[src/hw/rtl/trae_pkg.sv]
`default_nettype none
// ----------------------------------------------------------------------------
// trae_pkg
// Shared types and codes of the threshold rule alarm evaluator.
// ----------------------------------------------------------------------------
package trae_pkg;

  localparam int DEVICE_W   = 8;
  localparam int VALUE_W    = 32;
  localparam int RULE_SLOTS = 4;
  localparam int CONDITIONS = 4;
  localparam int DEVICES    = 256;
  localparam int CNT_W      = 3;
  localparam int CFG_IDX_W  = 3;
  localparam int CFG_DATA_W = 32;
  localparam int VERDICT_W  = 3;
  localparam int IN_DATA_W  = DEVICE_W + RULE_SLOTS * VALUE_W;
  localparam int OUT_DATA_W = 16;

  typedef logic [VALUE_W-1:0] value_t;

  typedef enum logic [CFG_IDX_W-1:0] {
    REG_RULE_CONTROL = 3'd0,
    REG_COMPARE_OPS  = 3'd1,
    REG_LINK_OPS     = 3'd2,
    REG_THRESHOLD_0  = 3'd3,
    REG_THRESHOLD_1  = 3'd4,
    REG_THRESHOLD_2  = 3'd5,
    REG_THRESHOLD_3  = 3'd6
  } reg_index_t;

  typedef enum logic [2:0] {
    CMP_GT = 3'd0,
    CMP_GE = 3'd1,
    CMP_LT = 3'd2,
    CMP_LE = 3'd3,
    CMP_EQ = 3'd4,
    CMP_NE = 3'd5
  } cmp_op_t;

  typedef enum logic [1:0] {
    LINK_END   = 2'd0,
    LINK_AND   = 2'd1,
    LINK_OR    = 2'd2,
    LINK_SPLIT = 2'd3
  } link_op_t;

  typedef enum logic [VERDICT_W-1:0] {
    VERDICT_FALSE     = 3'd0,
    VERDICT_TRUE      = 3'd1,
    VERDICT_RUN_START = 3'd2,
    VERDICT_RUN_STOP  = 3'd3,
    VERDICT_DISABLED  = 3'd4
  } verdict_t;

  typedef struct packed {
    logic [3:0]                   rule_control;
    logic [3*RULE_SLOTS-1:0]      compare_ops;
    logic [2*RULE_SLOTS-1:0]      link_ops;
    value_t [RULE_SLOTS-1:0]      thresholds;
  } rule_cfg_t;

  typedef struct packed {
    logic enable;
    logic run_mode;
    logic normal_res;
    logic start_res;
    logic stop_res;
  } eval_res_t;

endpackage
`default_nettype wire

[src/hw/rtl/trae_cfg_regs.sv]
`default_nettype none
// ----------------------------------------------------------------------------
// trae_cfg_regs
// Rule configuration registers behind the plain write port.
// ----------------------------------------------------------------------------
module trae_cfg_regs (
  input  wire logic                            clk,
  input  wire logic                            rst,
  input  wire logic                            cfg_wen,
  input  wire logic [trae_pkg::CFG_IDX_W-1:0]  cfg_index,
  input  wire logic [trae_pkg::CFG_DATA_W-1:0] cfg_wdata,
  output trae_pkg::rule_cfg_t                  cfg
);
  import trae_pkg::*;

  always_ff @(posedge clk) begin
    if (rst) begin
      cfg <= '0;
    end else if (cfg_wen) begin
      case (cfg_index)
        REG_RULE_CONTROL: cfg.rule_control  <= cfg_wdata[3:0];
        REG_COMPARE_OPS:  cfg.compare_ops   <= cfg_wdata[3*RULE_SLOTS-1:0];
        REG_LINK_OPS:     cfg.link_ops      <= cfg_wdata[2*RULE_SLOTS-1:0];
        REG_THRESHOLD_0:  cfg.thresholds[0] <= cfg_wdata[VALUE_W-1:0];
        REG_THRESHOLD_1:  cfg.thresholds[1] <= cfg_wdata[VALUE_W-1:0];
        REG_THRESHOLD_2:  cfg.thresholds[2] <= cfg_wdata[VALUE_W-1:0];
        REG_THRESHOLD_3:  cfg.thresholds[3] <= cfg_wdata[VALUE_W-1:0];
        default: ;
      endcase
    end
  end

endmodule
`default_nettype wire

[src/hw/rtl/trae_rule_eval.sv]
`default_nettype none
// ----------------------------------------------------------------------------
// trae_rule_eval
// Threshold comparators and the chained rule groups, purely combinational.
// ----------------------------------------------------------------------------
module trae_rule_eval (
  input  wire trae_pkg::rule_cfg_t                        cfg,
  input  wire trae_pkg::value_t [trae_pkg::RULE_SLOTS-1:0] values,
  output trae_pkg::eval_res_t                             res
);
  import trae_pkg::*;

  logic [RULE_SLOTS-1:0] hit;
  logic [CNT_W-1:0]      cnt;
  logic [CNT_W-1:0]      split;
  logic                  split_found;
  logic [CNT_W-1:0]      start_last;
  logic [CNT_W-1:0]      stop_first;

  function automatic logic eval_group(input logic [RULE_SLOTS-1:0]   r,
                                      input logic [2*RULE_SLOTS-1:0] links,
                                      input logic [CNT_W-1:0]        first,
                                      input logic [CNT_W-1:0]        last,
                                      input logic                    normal);
    logic cur;
    logic done;
    logic outcome;
    cur     = 1'b0;
    done    = 1'b0;
    outcome = 1'b0;
    for (int i = 0; i < RULE_SLOTS; i++) begin
      if (!done && (CNT_W'(i) >= first) && (CNT_W'(i) < last)) begin
        cur = r[i];
        case (link_op_t'(links[2*i +: 2]))
          LINK_AND: begin
            if (!cur) begin
              outcome = 1'b0;
              done    = 1'b1;
            end
          end
          LINK_OR: begin
            if (cur) begin
              outcome = 1'b1;
              done    = 1'b1;
            end
          end
          LINK_SPLIT: begin
            if (normal) begin
              if (cur) begin
                outcome = 1'b1;
                done    = 1'b1;
              end
            end else begin
              outcome = cur;
              done    = 1'b1;
            end
          end
          default: begin
            outcome = cur;
            done    = 1'b1;
          end
        endcase
      end
    end
    if (!done) begin
      outcome = cur;
    end
    return outcome;
  endfunction

  always_comb begin
    for (int i = 0; i < RULE_SLOTS; i++) begin
      case (cmp_op_t'(cfg.compare_ops[3*i +: 3]))
        CMP_GT:  hit[i] = $signed(values[i]) >  $signed(cfg.thresholds[i]);
        CMP_GE:  hit[i] = $signed(values[i]) >= $signed(cfg.thresholds[i]);
        CMP_LT:  hit[i] = $signed(values[i]) <  $signed(cfg.thresholds[i]);
        CMP_LE:  hit[i] = $signed(values[i]) <= $signed(cfg.thresholds[i]);
        CMP_EQ:  hit[i] = values[i] == cfg.thresholds[i];
        CMP_NE:  hit[i] = values[i] != cfg.thresholds[i];
        default: hit[i] = 1'b0;
      endcase
    end
  end

  always_comb begin
    cnt = CNT_W'(cfg.rule_control[3:2]) + CNT_W'(1);
    if (cnt > CNT_W'(CONDITIONS)) begin
      cnt = CNT_W'(CONDITIONS);
    end
    split       = cnt;
    split_found = 1'b0;
    for (int i = 0; i < RULE_SLOTS; i++) begin
      if (!split_found && (CNT_W'(i) < cnt) &&
          (link_op_t'(cfg.link_ops[2*i +: 2]) == LINK_SPLIT)) begin
        split       = CNT_W'(i);
        split_found = 1'b1;
      end
    end
    start_last = split_found ? split + CNT_W'(1) : cnt;
    stop_first = split + CNT_W'(1);
  end

  always_comb begin
    res.enable     = cfg.rule_control[0];
    res.run_mode   = cfg.rule_control[1];
    res.normal_res = eval_group(hit, cfg.link_ops, '0, cnt, 1'b1);
    res.start_res  = eval_group(hit, cfg.link_ops, '0, start_last, 1'b0);
    res.stop_res   = (split_found && (stop_first < cnt)) ?
                     eval_group(hit, cfg.link_ops, stop_first, cnt, 1'b0) : 1'b0;
  end

endmodule
`default_nettype wire

[src/hw/rtl/trae_run_flags.sv]
`default_nettype none
// ----------------------------------------------------------------------------
// trae_run_flags
// Per-device run flags and the verdict decision with flag update.
// ----------------------------------------------------------------------------
module trae_run_flags #(
  parameter int DEVICES = trae_pkg::DEVICES
) (
  input  wire logic                          clk,
  input  wire logic                          rst,
  input  wire logic                          load,
  input  wire logic [trae_pkg::DEVICE_W-1:0] load_device,
  input  wire logic                          advance,
  input  wire logic [trae_pkg::DEVICE_W-1:0] device,
  input  wire trae_pkg::eval_res_t           res,
  output logic                               busy,
  output trae_pkg::verdict_t                 verdict
);
  import trae_pkg::*;

  localparam int IDX_W = (DEVICES > 1) ? $clog2(DEVICES) : 1;

  logic             flags [DEVICES];
  logic [IDX_W-1:0] clear_idx;
  logic [IDX_W-1:0] rd_idx;
  logic [IDX_W-1:0] idx;
  logic             flag_rd;
  logic             in_range;
  logic             flag;
  logic             wr_en;
  logic             wr_val;
  logic             wr_fire;

  assign rd_idx  = IDX_W'(load_device);
  assign wr_fire = advance && wr_en;

  always_comb begin
    idx      = IDX_W'(device);
    in_range = 32'(device) < 32'(DEVICES);
    flag     = in_range ? flag_rd : 1'b0;
    wr_en    = 1'b0;
    wr_val   = 1'b0;
    if (!res.enable) begin
      verdict = VERDICT_DISABLED;
    end else if (!res.run_mode) begin
      verdict = res.normal_res ? VERDICT_TRUE : VERDICT_FALSE;
    end else if (res.start_res && !res.stop_res && !flag) begin
      verdict = VERDICT_RUN_START;
      wr_en   = in_range;
      wr_val  = 1'b1;
    end else if (!res.start_res && res.stop_res && flag) begin
      verdict = VERDICT_RUN_STOP;
      wr_en   = in_range;
      wr_val  = 1'b0;
    end else begin
      verdict = VERDICT_FALSE;
    end
  end

  // sweep every entry to stopped after reset
  always_ff @(posedge clk) begin
    if (rst) begin
      busy      <= 1'b1;
      clear_idx <= '0;
    end else if (busy) begin
      clear_idx <= clear_idx + IDX_W'(1);
      if (clear_idx == IDX_W'(DEVICES - 1)) begin
        busy <= 1'b0;
      end
    end
  end

  always_ff @(posedge clk) begin
    if (busy) begin
      flags[clear_idx] <= 1'b0;
    end else if (wr_fire) begin
      flags[idx] <= wr_val;
    end
  end

  // read on accept; forward the write of the item ahead
  always_ff @(posedge clk) begin
    if (load) begin
      if (wr_fire && (idx == rd_idx)) begin
        flag_rd <= wr_val;
      end else begin
        flag_rd <= flags[rd_idx];
      end
    end
  end

endmodule
`default_nettype wire

[src/hw/rtl/threshold_rule_alarm_evaluator.sv]
`default_nettype none
// ----------------------------------------------------------------------------
// threshold_rule_alarm_evaluator
// Evaluates a configured threshold rule on each measurement item.
//
// Items enter on the s_ stream (device and four values) and one verdict item
// per input leaves on the m_ stream. The rule sits in seven registers
// written through cfg_wen/cfg_index/cfg_wdata. The user must write them
// only while the block is idle; the block does not enforce it. An accepted
// item enters the input register; once the result side is free its verdict
// is loaded into the result register, which drives m_tvalid. Throughput is
// one item per cycle while m_tready is high; the run flag of a device is
// read when its item is accepted and the write of the item ahead is
// forwarded, so consecutive items on one device see the updated flag. When
// m_tready is low a valid result holds and an empty input register takes one
// more item before s_tready drops. Reset clears the configuration and both
// valid bits; s_tready stays low while a clearing pass stops every run flag.
// ----------------------------------------------------------------------------
module threshold_rule_alarm_evaluator #(
  parameter int DEVICES = trae_pkg::DEVICES
) (
  input  wire logic                            clk,
  input  wire logic                            rst,
  input  wire logic                            s_tvalid,
  output logic                                 s_tready,
  // device[7:0], value_0[39:8], value_1[71:40], value_2[103:72], value_3[135:104]
  input  wire logic [trae_pkg::IN_DATA_W-1:0]  s_tdata,
  output logic                                 m_tvalid,
  input  wire logic                            m_tready,
  // device_echo[7:0], verdict[10:8], zero[15:11]
  output logic [trae_pkg::OUT_DATA_W-1:0]      m_tdata,
  input  wire logic                            cfg_wen,
  input  wire logic [trae_pkg::CFG_IDX_W-1:0]  cfg_index,
  input  wire logic [trae_pkg::CFG_DATA_W-1:0] cfg_wdata
);
  import trae_pkg::*;

  rule_cfg_t               cfg;
  eval_res_t               res;
  verdict_t                verdict_comb;

  logic                    in_valid;
  logic [DEVICE_W-1:0]     in_device;
  value_t [RULE_SLOTS-1:0] in_values;

  logic                    out_valid;
  logic [DEVICE_W-1:0]     device_echo;
  verdict_t                verdict;

  logic                    out_load;
  logic                    advance;
  logic                    in_load;
  logic                    flags_busy;

  assign out_load = !out_valid || m_tready;
  assign advance  = in_valid && out_load;
  assign s_tready = !flags_busy && (!in_valid || out_load);
  assign in_load  = s_tready && s_tvalid;

  trae_cfg_regs u_cfg (
    .clk       (clk),
    .rst       (rst),
    .cfg_wen   (cfg_wen),
    .cfg_index (cfg_index),
    .cfg_wdata (cfg_wdata),
    .cfg       (cfg)
  );

  trae_rule_eval u_eval (
    .cfg    (cfg),
    .values (in_values),
    .res    (res)
  );

  trae_run_flags #(
    .DEVICES (DEVICES)
  ) u_flags (
    .clk         (clk),
    .rst         (rst),
    .load        (in_load),
    .load_device (s_tdata[DEVICE_W-1:0]),
    .advance     (advance),
    .device      (in_device),
    .res         (res),
    .busy        (flags_busy),
    .verdict     (verdict_comb)
  );

  always_ff @(posedge clk) begin
    if (rst) begin
      in_valid <= 1'b0;
    end else if (s_tready) begin
      in_valid <= s_tvalid;
    end
  end

  always_ff @(posedge clk) begin
    if (in_load) begin
      in_device <= s_tdata[DEVICE_W-1:0];
      for (int i = 0; i < RULE_SLOTS; i++) begin
        in_values[i] <= s_tdata[DEVICE_W + i*VALUE_W +: VALUE_W];
      end
    end
  end

  always_ff @(posedge clk) begin
    if (rst) begin
      out_valid <= 1'b0;
    end else if (out_load) begin
      out_valid <= in_valid;
    end
  end

  always_ff @(posedge clk) begin
    if (advance) begin
      device_echo <= in_device;
      verdict     <= verdict_comb;
    end
  end

  assign m_tvalid = out_valid;
  assign m_tdata  = {(OUT_DATA_W - DEVICE_W - VERDICT_W)'(0), verdict, device_echo};

endmodule
`default_nettype wire

[config.mk]
export PLATFORM = sky130hd
export DESIGN_NAME = threshold_rule_alarm_evaluator
export DESIGN_NICKNAME = d
export VERILOG_FILES = /design/src/hw/rtl/trae_pkg.sv /design/src/hw/rtl/trae_cfg_regs.sv /design/src/hw/rtl/trae_rule_eval.sv /design/src/hw/rtl/trae_run_flags.sv /design/src/hw/rtl/threshold_rule_alarm_evaluator.sv
export SDC_FILE = /design/constraint.sdc
export NUM_CORES = 1
export LEC_CHECK = 0
export ABC_AREA = 0
export BUFFER_PORTS_ARGS = -buffer_cell sky130_fd_sc_hd__buf_2
export CORE_UTILIZATION = 40
export DETAILED_ROUTE_END_ITERATION = 10
export HOLD_SLACK_MARGIN = 0.02
export SLEW_MARGIN = 25
export SYNTH_ARGS = -nofsm -noshare
export SYNTH_HDL_FRONTEND = slang
export SYNTH_SLANG_ARGS = --single-unit
[constraint.sdc]
create_clock -name clk -period 40.7 [get_ports clk]
set_input_delay 8.14 -clock clk [delete_from_list [all_inputs] [get_ports clk]]
set_output_delay 8.14 -clock clk [all_outputs]
set_load 0.02 [all_outputs]
# --- Word level (Yosys, flattened, before mapping) ---
# Memory sizes are Yosys's and may differ from the RTL's. A register that Yosys moved wholly into a read port is not among the register bits.
# Index checks and enable logic that the tools add are counted.
word_totals:
  elab_cells: 300
  inputBits: 176
  memories: 1
  ramBits: 256
  out_inout_bits: 18
  regBits: 310
classes:
  n_mux: 135
  addsub: 3
  reduce_logical: 66
  n_eq_ne: 47
  n_lt_le_gt_ge: 30
memory_table:
  columns: ["name", "words", "word_bits", "rd", "rd_ports_with_merged_regs", "wr", "line_no", "text"]
  rows:
  - ["u_flags.flags", 256, 1, 1, 1, 1, "trae_run_flags.sv:23", "logic flags [DEVICES];"]
op_table:
  columns: ["op", "n"]
  rows:
  - ["== test 32 bit", 4]
  - [">= comparator 32 bit", 4]
  - ["> comparator 32 bit", 4]
  - ["less-or-equal comparator 32 bit", 4]
  - ["less-than comparator 32 bit", 4]
  - ["inequality test 32 bit", 4]
  - ["two-way mux 1 bit", 99]
  - ["one-hot mux 1 bit (2 select lines)", 22]
  - ["== test 3 bit (second input constant)", 11]
  - ["== test 3 x 2 -> 1 bit (second input constant)", 10]
  - ["logical AND 1 bit", 29]
  - ["two-way mux 3 bit", 8]
  - ["one-hot mux 1 bit (6 select lines)", 4]
  - ["zero test 1 bit", 18]
  - ["== test 2 bit (second input constant)", 8]
  - ["== test 3 x 1 -> 1 bit (second input constant)", 5]
  - ["zero test 3 bit", 5]
  - ["AND reduction 2 bit", 7]
  - ["less-than comparator 1 x 3 -> 1 bit (first input constant)", 4]
  - ["less-than comparator 2 x 3 -> 1 bit (first input constant)", 4]
  - ["adder 8 x 1 -> 8 bit (second input constant)", 1]
  - ["== test 2 x 1 -> 1 bit (second input constant)", 4]
  - ["== test 8 bit (second input constant)", 1]
  - ["two-way mux 8 bit", 1]
  - ["10 further kinds", 16]

# --- Longest topological paths before layout ---
# Gate-level depths: netlist of the first run.
logic_depth:
  word_depth: 48
  mapped_depth: 23
  mapped_depth_nobuf: 20

# --- Cells and area by module ---
# Synthesis of the first run repeated with hierarchy kept, for this count alone.
unflattened:
  hier_cells: 2296
  hier_area_um2: 27762.9
by_module_without_submodules:
  columns: ["mod", "seq_area_each_um2", "area_each_um2", "cells_each", "instances"]
  rows:
  - ["trae_run_flags", 7897.6, 12384.4, 909, 1]
  - ["trae_cfg_regs", 3042.9, 5979.5, 535, 1]
  - ["trae_rule_eval", 0.0, 4837.1, 688, 1]
  - ["threshold_rule_alarm_evaluator", 4454.3, 4561.9, 164, 1]

# --- Worst setup path before layout of the first run ---
# No wires, ideal clock.
synth_timing:
  kind: "input -> register"
  startpoint: "in m_tready"
  endpoint: "mem u_flags.flags[0] (data pin)"
  arrival_ns: 18.789
  setup_ns: 2.099
  setup_slack_ns: 19.812
  cell_stages: 4
  n_path_buf: 0
  t_required_ns: 38.601
  path_cell_list: "nor2b_1 nor2b_1 nand3_1 nor3_1"
synth_between:
  elab_chain_len: 8
synth_rtl:
  columns: ["item", "line_no", "text"]
  rows:
  - ["from (decl)", "threshold_rule_alarm_evaluator.sv:29", "input wire logic m_tready,"]
  - ["logical OR 1 bit", "threshold_rule_alarm_evaluator.sv:55", "assign out_load = !out_valid || m_tready;"]
  - ["logical AND 1 bit", "threshold_rule_alarm_evaluator.sv:56", "assign advance = in_valid && out_load;"]
  - ["via advance", "threshold_rule_alarm_evaluator.sv:51", "logic advance;"]
  - ["logical AND 1 bit", "trae_run_flags.sv:35", "assign wr_fire = advance && wr_en;"]
  - ["two-way mux 1 bit", "trae_run_flags.sv:76", "end else if (wr_fire) begin"]
  - ["two-way mux 1 bit", "trae_run_flags.sv:74", "if (busy) begin"]
  - ["two-way mux 1 bit (implied by the code)", "trae_run_flags.sv:77", "flags[idx] <= wr_val;"]
  - ["OR reduction 1 bit (no line)", null, null]
  - ["two-way mux 1 bit (no line)", null, null]
  - ["to (decl)", "trae_run_flags.sv:23", null]
# The timed path passes the listed nets, and every way through them passes these cells.

# --- Final worst setup path of the first run ---
layout_timing:
  startpoint: "in m_tready"
  endpoint: "out s_tready"
layout_between:
  elab_chain_len: 3
layout_rtl:
  columns: ["item", "line_no", "text"]
  rows:
  - ["logical OR 1 bit", "threshold_rule_alarm_evaluator.sv:55", null]
  - ["logical OR 1 bit", "threshold_rule_alarm_evaluator.sv:57", "assign s_tready = !flags_busy && (!in_valid || out_load);"]
  - ["logical AND 1 bit", "threshold_rule_alarm_evaluator.sv:57", null]
  - ["to (decl)", "threshold_rule_alarm_evaluator.sv:25", "output logic s_tready,"]
# Every way passes these cells.

==> summary.md, run 1 <==
## STA
• **Sum Neg Setup Slack** 0 ns
• **hold violation count in the final report** 0
• **actual transition at the worst max-transition pin** 1.01 ns
• **unrepaired setup endpoints after global routing** no
• **time the final worst path needs with I/O delays and setup** 16.86 ns
• **endpoints failing setup** 0
• **Max Transition Viols Final** 0
• **portion of the clock cycle consumed by the worst path in the final layout** 0.414
• **post-route worst setup slack** 23.84 ns
• **final setup skew** 0.0423 ns
• **Max-Slew Margin vs Limit** 0.305
• **final-layout worst hold slack** 0.452 ns
• **Max Clock Freq** 59.3 MHz

## Route
• **Met1 Routed Length** 29.6 mm
• **number of remaining DRC errors** 0
• **routed wire length per instance** 20.7 um
• **highest metal layer with signal wires** met5
• **wire length on met3** 4.97 mm
• **routed via count divided by cell count** 5.48
• **total wire length after detailed routing** 72.6 mm
• **detailed route wirelength on metal2** 35.8 mm
• **count of TritonRoute iterations in the first routing pass** 8
• **Antenna Violating Nets Remaining** 0
• **Initial DRC Count** 1,572
• **count of vias placed by the detailed router** 19,200

## Clock network
• **buffer depth of the longest clock path** 3
• **post-CTS setup buffer count** 0
• **clock latency on the worst-skew pair** 0.65 ns
• **number of instances resized during post-cts repair** 0
• **number of buffers inserted during clock tree synthesis** 60
• **CTS hold repair buffers** 0
• **clock transition at the registers of the reported paths** 0.06 ns
• **Clk Tree Root Cell** clkbuf_16
• **Num Clock Sinks** 567
• **CTS H-tree depth** 2
• **clock tree from TritonCTS** yes

## Critical path
• **required arrival time at the worst endpoint** 32.56 ns
• **critical setup path kind** primary input to output port
• **Worst setup SP type** primary input
• **setup slack of the most critical reg-to-reg path** 33.43 ns
• **arrival time reported for the critical path endpoint** 8.72 ns
• **maximum fanout encountered on the critical timing path** 4
• **Worst Setup End Kind** output port

## Power
• **PD cells** 39.7 mW/mm^2
• **highest ir drop seen on vdd** 0.0390 mV
• **static power due to leakage** 0.0103 uW

## Yosys
• **top area cells in the synthesized netlist** edfxtp_1 44%, dfxtp_1 12%, ha_1 7.0%, mux4_2 7.0%, nand2_1 5.0%
• **post-synthesis area per instance** 11.3 um^2
• **total of flip-flops plus latches after synthesis** 567
• **Synth Flop Type** edfxtp_1
• **post-synthesis instance total** 2,427
• **Synth cell types** 91
• **Yosys warning count** 0
• **share of flip-flops with an asynchronous set or reset** 0
• **Yosys top cell area share** 0.444
• **dominant cell type by area after synthesis** edfxtp_1
• **share of synthesized area occupied by flip-flops and latches** 0.563
• **post-synthesis instance area** 0.0273 mm^2
• **number of enable flip-flop cells after synthesis** 404

## Die
• **number of top-level pins** 194
• **Initial Utilization** 0.405
• **die width** 263 um
• **Die Span Y** 263 um
• **Row Count** 95
• **area enclosed by the die boundary** 0.0694 mm^2
• **floorplan core area** 0.0674 mm^2

## Min path
• **type of the worst min-delay path** flop to flop

## Placed design
• **RD Place Congestion** 0.869
• **setup slack at placement** 23.83 ns
• **count of buffers inserted at the top-level ports** 188
• **Post-DP HPWL** 49.3 mm

## Global routing
• **GR Overflow Total** 0
• **number of antenna violations at the first check in global routing** 13
• **aggregate global-route resource usage** 0.208
• **vias in the first global route** 18,900
• **pin count of the biggest net entering global routing** 139
• **global-route wire length before repair** 110 mm

## Finish
• **final net count** 2,905
• **final core area utilization** 0.460
• **most common library cell in the layout ignoring fill and taps** edfxtp_1
• **# fillers** 6,145
• **share of post-route cells with drive strength above 1** 0.170
• **commonest cells after routing, fill and taps aside** 404 x edfxtp_1, 362 x nand2_1, 325 x nor2_1
• **P&R area growth vs syn** 13.6%

## Status
• **result of the run** completed

## Job
• **number of max-capacitance violations reported** 0

==> synth_stat cells, drive strengths merged, types with 7 or more instances <==
library cell	n
a21o	13
mux4	85
o211ai	10
or2	10
dfxtp	163
clkbuf	70
xor2	7
nand2	364
xnor2	8
o31ai	7
inv	162
nor3	30
a21oi	206
buf	52
nor3b	8
a31oi	8
nand4	37
a211oi	12
and2	7
nand2b	36
mux2i	29
edfxtp	404
nor2b	20
mux2	10
nand3	36
ha	153
nor2	327
o21ai	23
and3	7
nor4	14
o21bai	17
==> cell families after synthesis <==
kind of cell,after synthesis,share of synthesized area
and+or+nand+nor,916,0.147
AOI/OAI and AO/OA,366,0.0865
DFF,567,0.563
xor gates and xnor gates,15,0.00481
adders and majority gates,153,0.0701
buffers and inverters,285,0.0427
other,1,0.000137
muxes,124,0.0851
==> power by group <==
part | total, uW | switching, uW | internal, uW
Clock | 547 | 235 | 312
Sequential | 619 | 3.01 | 616
Combinational | 64.6 | 39.6 | 25.0
==> registers in the layout, summed over array words and instances (netlist names), 3 cells and up <==
name,cells
u_flags.flags,256
u_cfg.cfg,152
in_values,128
device_echo,8
in_device,8
u_flags.clear_idx,8
verdict,3
==> stage by stage <==
| step | area (um^2) | total power, uW | std cells |
|---|---|---|---|
| 2_1_floorplan | 27300 | 669 | 2431 |
| 3_3_place_gp | 29000 | 694 | 3385 |
| 3_5_place_dp | 29000 | 696 | 3386 |
| 4_1_cts | 31000 | 1240 | 3498 |
| 5_1_grt | 31000 | 1270 | 3502 |
| 6_report | 31000 | 1230 | 3506 |
==> worst paths after layout <==
kind	depth (start not counted)	startpoint	end
worst max-delay path	4	m_tready	s_tready
worst min-delay path	2	u_cfg.cfg[70]$_SDFFE_PP0P_	u_cfg.cfg[70]$_SDFFE_PP0P_
worst max register to register	16	in_values[62]$_DFFE_PP_	u_flags.flags[33]$_DFFE_PP_
worst min register to register	2	u_cfg.cfg[70]$_SDFFE_PP0P_	u_cfg.cfg[70]$_SDFFE_PP0P_
==> routing by layer <==
| layer | global-route usage | vias to the layer above |
|---|---|---|
| met5 | 0 | - |
| met4 | 0.0746 | 4 |
| met3 | 0.0289 | 136 |
| met2 | 0.355 | 660 |
| met1 | 0.269 | 9470 |
| li1 | - | 8960 |
==> final cells by class <==
cell class	count	area [um^2]	area share
clock inverter	39	369	0.0119
timing repair buffer	205	1100	0.0354
inverter	163	617	0.0199
multi-input combinational	1579	10800	0.349
clock buffer	73	1600	0.0516
sequential	567	15400	0.496
antenna	7	17.5	0.000564
tap	873	1090	0.0352
==> critical path: stages <==
cell and delay, ns:
buf_2 0.10, nor2b_1 0.20, a21oi_1 0.12, buf_2 0.17
Note: power is estimated with default switching activity, not from simulation.
==> inputs of run 2 (changes only) <==
- clock period: 40.7 -> 16.4 ns (I/O delays scaled with it)
==> summary.md, run 2 (same netlist as run 1, synthesis figures left out) <==
## Clock network
• **post-CTS setup buffer count** 0
• **buffer depth of the longest clock path** 3
• **Clk Tree Root Cell** clkbuf_16
• **number of buffers inserted during clock tree synthesis** 61
• **number of instances resized during post-cts repair** 0
• **CTS hold repair buffers** 0
• **CTS H-tree depth** 2
• **clock tree from TritonCTS** yes
• **Num Clock Sinks** 567
• **clock latency on the worst-skew pair** 0.65 ns
• **clock transition at the registers of the reported paths** 0.05 ns

## Die
• **Row Count** 95
• **number of top-level pins** 194
• **Die Span Y** 263 um
• **area enclosed by the die boundary** 0.0694 mm^2
• **floorplan core area** 0.0674 mm^2
• **Initial Utilization** 0.405
• **die width** 263 um

## STA
• **Max Clock Freq** 139 MHz
• **Max-Slew Margin vs Limit** 0.320
• **unrepaired setup endpoints after global routing** no
• **time the final worst path needs with I/O delays and setup** 7.22 ns
• **final setup skew** 0.0580 ns
• **Max Transition Viols Final** 0
• **endpoints failing setup** 0
• **actual transition at the worst max-transition pin** 1.02 ns
• **portion of the clock cycle consumed by the worst path in the final layout** 0.440
• **Sum Neg Setup Slack** 0 ns
• **hold violation count in the final report** 0

## Route
• **routed wire length per instance** 20.6 um
• **count of vias placed by the detailed router** 19,100
• **total wire length after detailed routing** 72.2 mm
• **Antenna Violating Nets Remaining** 0
• **count of TritonRoute iterations in the first routing pass** 7
• **routed via count divided by cell count** 5.44
• **number of remaining DRC errors** 0
• **Initial DRC Count** 1,633

## Placed design
• **Placed Cells** 3,385
• **count of buffers inserted at the top-level ports** 188
• **RD Place Congestion** 0.886
• **Post-DP HPWL** 49.4 mm

## Critical path
• **required arrival time at the worst endpoint** 13.12 ns
• **arrival time reported for the critical path endpoint** 3.94 ns
• **maximum fanout encountered on the critical timing path** 4
• **number of cells on the worst reg-to-reg path** 21
• **critical setup path kind** primary input to output port
• **Worst setup SP type** primary input
• **setup slack of the most critical reg-to-reg path** 9.33 ns
• **Worst Setup End Kind** output port
• **Reg-to-Reg End** u_flags.flags[20]$_DFFE_PP_
• **FF-to-FF Start** u_cfg.cfg[150]$_SDFFE_PP0P_

## Min path
• **type of the worst min-delay path** flop to flop
• **min-delay src** u_cfg.cfg[3]$_SDFFE_PP0P_
• **Hold Path Stages** 2
• **hold worst-path end** u_cfg.cfg[3]$_SDFFE_PP0P_

## Global routing
• **global-route wire length before repair** 110 mm
• **aggregate global-route resource usage** 0.207
• **number of antenna violations at the first check in global routing** 12
• **vias in the first global route** 18,700
• **pin count of the biggest net entering global routing** 131
• **GR Overflow Total** 0

## Finish
• **# fillers** 6,168
• **share of post-route cells with drive strength above 1** 0.170
• **commonest cells after routing, fill and taps aside** 404 x edfxtp_1, 362 x nand2_1, 324 x nor2_1
• **final net count** 2,906
• **number of flip-flops in the largest register** 256
• **register bank with the most flops** u_flags.flags
• **non-filler cells in the finished layout** 3,511
• **Largest regs** u_flags.flags x256, u_cfg.cfg x152, in_values x128
• **most common library cell in the layout ignoring fill and taps** edfxtp_1
• **P&R area growth vs syn** 13.9%

## Job
• **number of max-capacitance violations reported** 0

## Status
• **result of the run** completed

## Power
• **PD cells** 98.8 mW/mm^2
• **static power due to leakage** 0.0104 uW
• **highest ir drop seen on vdd** 0.0856 mV

==> run 2: cell type report <==
type	count	area (um^2)	share of cell area
inverters	163	617	0.0198
well taps	873	1090	0.0351
multi-input cells	1579	10800	0.348
flip-flops and latches	567	15400	0.495
clock inverters	37	315	0.0101
repair buffers	205	1120	0.0360
clock buffers	79	1730	0.0556
diodes	8	20.0	0.000643
==> run 2: worst max-delay path, cell delays in order <==
cell and delay, ns:
buf_2 0.09, nor2b_1 0.23, a21oi_1 0.15, buf_2 0.18
==> run 2: through the flow <==
step                      area, um^2  total power, uW  worst slack, ns   util  hold slack [ns]
after floorplan                27300             1660            0.372      -            0.424
after global placement         29000             1730             9.12  0.430            0.443
after detailed placement       29000             1730             9.07  0.430            0.448
after CTS                      31000             3100             9.19  0.461            0.456
after global routing           31100             3170             8.75  0.462            0.471
final                          31100             3080             9.18  0.462            0.454
==> run 2: report_power, final <==
| part | switching (uW) | internal (uW) | total (uW) | leakage, uW |
|---|---|---|---|---|
| Sequential | 7.30 | 1530 | 1540 | 0.00506 |
| Clock | 583 | 795 | 1380 | 0.00100 |
| Combinational | 99.5 | 62.4 | 162 | 0.00432 |
| Total | 690 | 2390 | 3080 | 0.0104 |
==> run 2: worst max path at each step <==
stage / end / from / cells after the start
final: s_tready / m_tready / 4
after detailed placement: u_flags.flag$_DFFE_PP_ / s_tdata[0] / 7
after floorplan: u_flags.flags[0]$_DFFE_PP_ / m_tready / 4
after global placement: u_flags.flag$_DFFE_PP_ / s_tdata[0] / 7
after CTS: s_tready / m_tready / 4
after global routing: u_flags.flags[95]$_DFFE_PP_ / u_cfg.cfg[150]$_SDFFE_PP0P_ / 19
==> run 2: metal layers <==
metal / GRT usage / up-vias / wire (um)
met4: 0.0754 / 8 / 2490
met2: 0.338 / 545 / 34200
li1: - / 8953 / -
met1: 0.279 / 9468 / 31400
met3: 0.0337 / 130 / 4150
met5: 0 / - / 48
